<file path="src/rtl/core/gpwa_ram.sv">
// Generic single-port-write, single-port-read RAM with a registered read.
// No dependencies.
module gpwa_ram #(
   parameter int WIDTH = 24,
   parameter int DEPTH = 55,
   parameter int ADDR_W = (DEPTH > 1) ? $clog2(DEPTH) : 1
) (
   input  logic              clock,
   input  logic              wr_en,
   input  logic [ADDR_W-1:0] wr_addr,
   input  logic [WIDTH-1:0]  wr_data,
   input  logic              rd_en,
   input  logic [ADDR_W-1:0] rd_addr,
   output logic [WIDTH-1:0]  rd_data
);

   logic [WIDTH-1:0] mem_ff [DEPTH];
   logic [WIDTH-1:0] rd_data_ff;

   always_ff @(posedge clock) begin
      if (wr_en) begin
         mem_ff[wr_addr] <= wr_data;
      end
      if (rd_en) begin
         rd_data_ff <= mem_ff[rd_addr];
      end
   end

   assign rd_data = rd_data_ff;

endmodule

</file>
<file path="config.mk">
export PLATFORM = sky130hd
export DESIGN_NAME = gpwa_ram
export DESIGN_NICKNAME = d
export VERILOG_FILES = /design/src/rtl/core/gpwa_ram.sv
export SDC_FILE = /design/constraint.sdc
export NUM_CORES = 1
export LEC_CHECK = 0
export BUFFER_PORTS_ARGS = -buffer_cell sky130_fd_sc_hd__buf_2
export CAP_MARGIN = 10
export CORE_MARGIN = 3
export CORE_UTILIZATION = 55
export CTS_CLUSTER_DIAMETER = 50
export DETAILED_ROUTE_END_ITERATION = 7
export PLACE_DENSITY = 0.71
export SYNTH_ARGS = -nofsm -noshare
export SYNTH_HDL_FRONTEND = slang
export SYNTH_SLANG_ARGS = --single-unit
</file>
<file path="constraint.sdc">
create_clock -name clock -period 4.4 [get_ports clock]
set_input_delay 0.22 -clock clock [delete_from_list [all_inputs] [get_ports clock]]
set_output_delay 0.22 -clock clock [all_outputs]
set_load 0.005 [all_outputs]
</file>
# Word level (Yosys, flattened, before mapping)
# Memory sizes are Yosys's and may differ from the RTL's. A register that Yosys moved wholly into a read port is not among the register bits.
# Index checks and enable logic that the tools add are counted.
[word_totals] out_inout_bits=24 input_bits=39 ramBits=1320 wordCells=3 ff_bits=0 memories=1
[mem_list] name="mem_ff" words=55 width=24 read_ports=1 rd_ports_with_merged_regs=1 wr=1 line_no="17" text="logic [WIDTH-1:0] mem_ff [DEPTH];"
[classes] mux=2
[op_table] cell="2-to-1 mux 1 bit" count=2

# Longest topological paths before layout
[depth] ltp_word=2 depth_mapped=10 ltp_nobuf=5

# Least setup slack after synthesis
# OpenSTA, ideal clock, no wires.
[synth_timing] path_kind="input to register" start="input port wr_en" end="memory mem_ff[24][0] (enable)" t_required_ps=3965 setup_ps=435 setup_slack_ps=1776 path_stages=4 n_path_buf=0 arrival_time_ps=2189 cell_sequence="nand2_1 nor2_1 nand3b_1 nor3_1"
[synth_via] elab_chain_len=2
[synth_rtl] item="start: declaration" line_no="9" text="input logic wr_en,"
[synth_rtl] item="2-to-1 mux 1 bit" line_no="21" text="if (wr_en) begin"
[synth_rtl] item="2-to-1 mux 1 bit (implied by the code)" line_no="22" text="mem_ff[wr_addr] <= wr_data;"
[synth_rtl] item="end: declaration" line_no="17"
# Every way passes these cells.

==> impl_metrics.toml <==
[pwr]
power_frac_seq_pct = 53.8
pwr-share-comb_pct = 4.7
p_sw_w = 0.00545
power.density_nw_per_um2 = 458
vdd_drop_max_mv = 0.318
swShare_pct = 20.5
p_leak_nw = 18.1
intPower_w = 0.0211
clock_power_share_pct = 41.5

[floorplan]
die_h_um = 312
rows = 111
dieArea_sq_um = 97300
initial_core_util_pct = 55.8
die_w_um = 312
io_pins = 63
core_area_sq_um = 92200

[sta]
relSlewSlack_pct = 10.2
hold_violations = 0
tns_ps = 0
rsz0062_at_grt = "false"
fmax_mhz = 369
whs_ps = 57.8
finalSetupViolCount = 0
drv_slew = 0
min_period_ps = 2710
worst_pin_slew_ps = 1330
min_period_over_period_pct = 61.7
skew_ps = 19.0

[logic_synthesis]
syn_area_sq_um = 51500
syn-num-nets = 2381
syn_inst = 2342
synth_edf_count = 1344
ys_ff_latch = 1344
synthFlopType = "edfxtp_1"
synth.distinct_cells = 37
synthArstFlopShare_pct = 0
yosys_warnings = 0
avgSynthCellArea_sq_um = 22.0
seq_area_frac_synth_pct = 78.4

[critical_path]
cp.arrival_ps = 3280
r2r_cells = 5
start_kind = "input port"
crit_fanout = 37
crit_required_ps = 4970
r2r-start = "mem_ff[1][19]$_DFFE_PP_"
path_class = "in2reg"
r2r-end = "rd_data[19]$_DFFE_PP_"
end_kind = "flop"
reg2reg_slack_ps = 2040

[clock_network]
cts_max_level = 4
cts_max_path_buffers = 3
cts_buffers = 137
cts_setup_buffers = 0
ctsResizeCount = 0
path_clk_slew_ps = 60
cts-root-buf = "clkbuf_16"
cts_tree = "built"
clk_latency_ps = 720
ctsHoldBuffers = 0
clock_sinks = 1344

[drt]
vias_per_cell = 6.53
dr.pass1.iters = 5
ant_nets = 0
wl_um = 124000
drc = 0
num_vias = 25137
drt_first_iter_violations = 3491
post_drt_wl_per_cell_um = 32.1

[global_route]
antenna_found_initial = 7
grt_overflow = 0
first_global_vias = 25493
grt_pass1_wl_um = 181000
grt_start_max_net_pins = 93
grt.total_usage_pct = 26.0

[cells_and_area]
drive_above_1_share_pct = 27.7
num-nets-final = 2542
final_common_cell = "edfxtp_1"
fillers = 6118
final_cell_mix = "edfxtp_1, mux4_2, clkbuf_16"
syn2layout_area_growth_pct = 12.4

[hold_path]
hp-start = "wr_addr[2]"
hold_end = "mem_ff[29][6]$_DFFE_PP_"
hold_class = "in2reg"
worstHoldPathCells = 3

[placed_design]
dp_hpwl_um = 71300
gp_congestion = 0.801
portBuffers = 62

[status]
status = "complete, no violations"

[run]
drv_cap = 0
[final cells by class]
cell class / instances / area [sq um] / share of cell area [%]
clock inverters: 69 / 584 / 1.01
inverters: 1 / 3.75 / 0.00649
repair buffers: 157 / 1170 / 2.02
well taps: 1243 / 1560 / 2.69
clock buffers: 173 / 3650 / 6.30
multi-input cells: 862 / 10500 / 18.2
diodes: 1 / 2.50 / 0.00432
flip-flops and latches: 1344 / 40400 / 69.7
[per-layer routing]
layer / vias to the layer above / global-route usage [%] / wire length (um)
met2: 1437 / 41.6 / 60900
met5: - / 0 / 24
li1: 10203 / - / -
met3: 226 / 5.94 / 12500
met1: 13267 / 36.4 / 46700
met4: 4 / 7.65 / 3450
[stage by stage]
step           cell area [sq um]  worst slack (ps)  power, W  utilization, %  instances
2_1_floorplan              51500              1780    0.0152               -       2342
3_3_place_gp               53600              1040    0.0157            58.2       3607
3_5_place_dp               53600              1050    0.0158            58.2       3607
4_1_cts                    57900              1780    0.0266            62.7       3849
5_1_grt                    57900              1710    0.0272            62.7       3849
6_report                   57900              1690    0.0265            62.8       3850
[power groups by stage]
stage | combinational, W | clock, W | sequential [W]
after floorplan | 0.000696 | 0 | 0.0145
after global placement | 0.00121 | 0 | 0.0145
after detailed placement | 0.00124 | 0 | 0.0145
after CTS | 0.00125 | 0.0111 | 0.0143
after global routing | 0.00132 | 0.0117 | 0.0143
final | 0.00124 | 0.0110 | 0.0143
[worst max path at each step]
stage	start	to	slack, ps	depth (start not counted)
6_report	rd_addr[5]	rd_data[9]$_DFFE_PP_	1690	7
5_1_grt	rd_addr[5]	rd_data[9]$_DFFE_PP_	1710	7
4_1_cts	rd_addr[1]	rd_data[19]$_DFFE_PP_	1780	6
3_5_place_dp	rd_addr[1]	rd_data[19]$_DFFE_PP_	1050	6
3_3_place_gp	rd_addr[1]	rd_data[19]$_DFFE_PP_	1040	6
2_1_floorplan	wr_en	mem_ff[24][0]$_DFFE_PP_	1780	4
[synth_stat cells, types with 12 or more instances]
cell type,n,area [sq um]
o21ai_0,40,200
and3_1,14,87.6
o22ai_1,48,300
o31ai_1,14,105
buf_6,15,169
clkbuf_1,55,206
edfxtp_1,1344,40400
buf_1,12,45.0
mux2i_1,80,801
nor2b_1,52,325
o21ai_1,12,60.1
buf_2,34,170
o221ai_1,26,228
a211oi_1,28,210
a21oi_1,24,120
buf_4,19,143
o311ai_0,14,123
nor2_1,75,282
mux4_2,290,6530
nand2_1,48,180
mux2_2,32,360
[critical path: stages]
cell and delay [ps]:
buf_4 440, nand2b_1 860, buf_4 390, a211oi_1 80, o31ai_1 850, buf_4 230
and3_1 180
[registers in the layout, indices dropped and copies added, names as in the netlist]
register / count
rd_data: 24
mem_ff: 1320
[logic make-up after synthesis]
group | after synthesis | synth area share (%)
AO/OA/AOI/OAI | 238 | 3.14
flip-flops | 1344 | 78.4
multiplexers | 402 | 14.9
AND/OR/NAND/NOR | 222 | 2.09
buffers and inverters | 136 | 1.43
(Power assumes the default switching activity.)
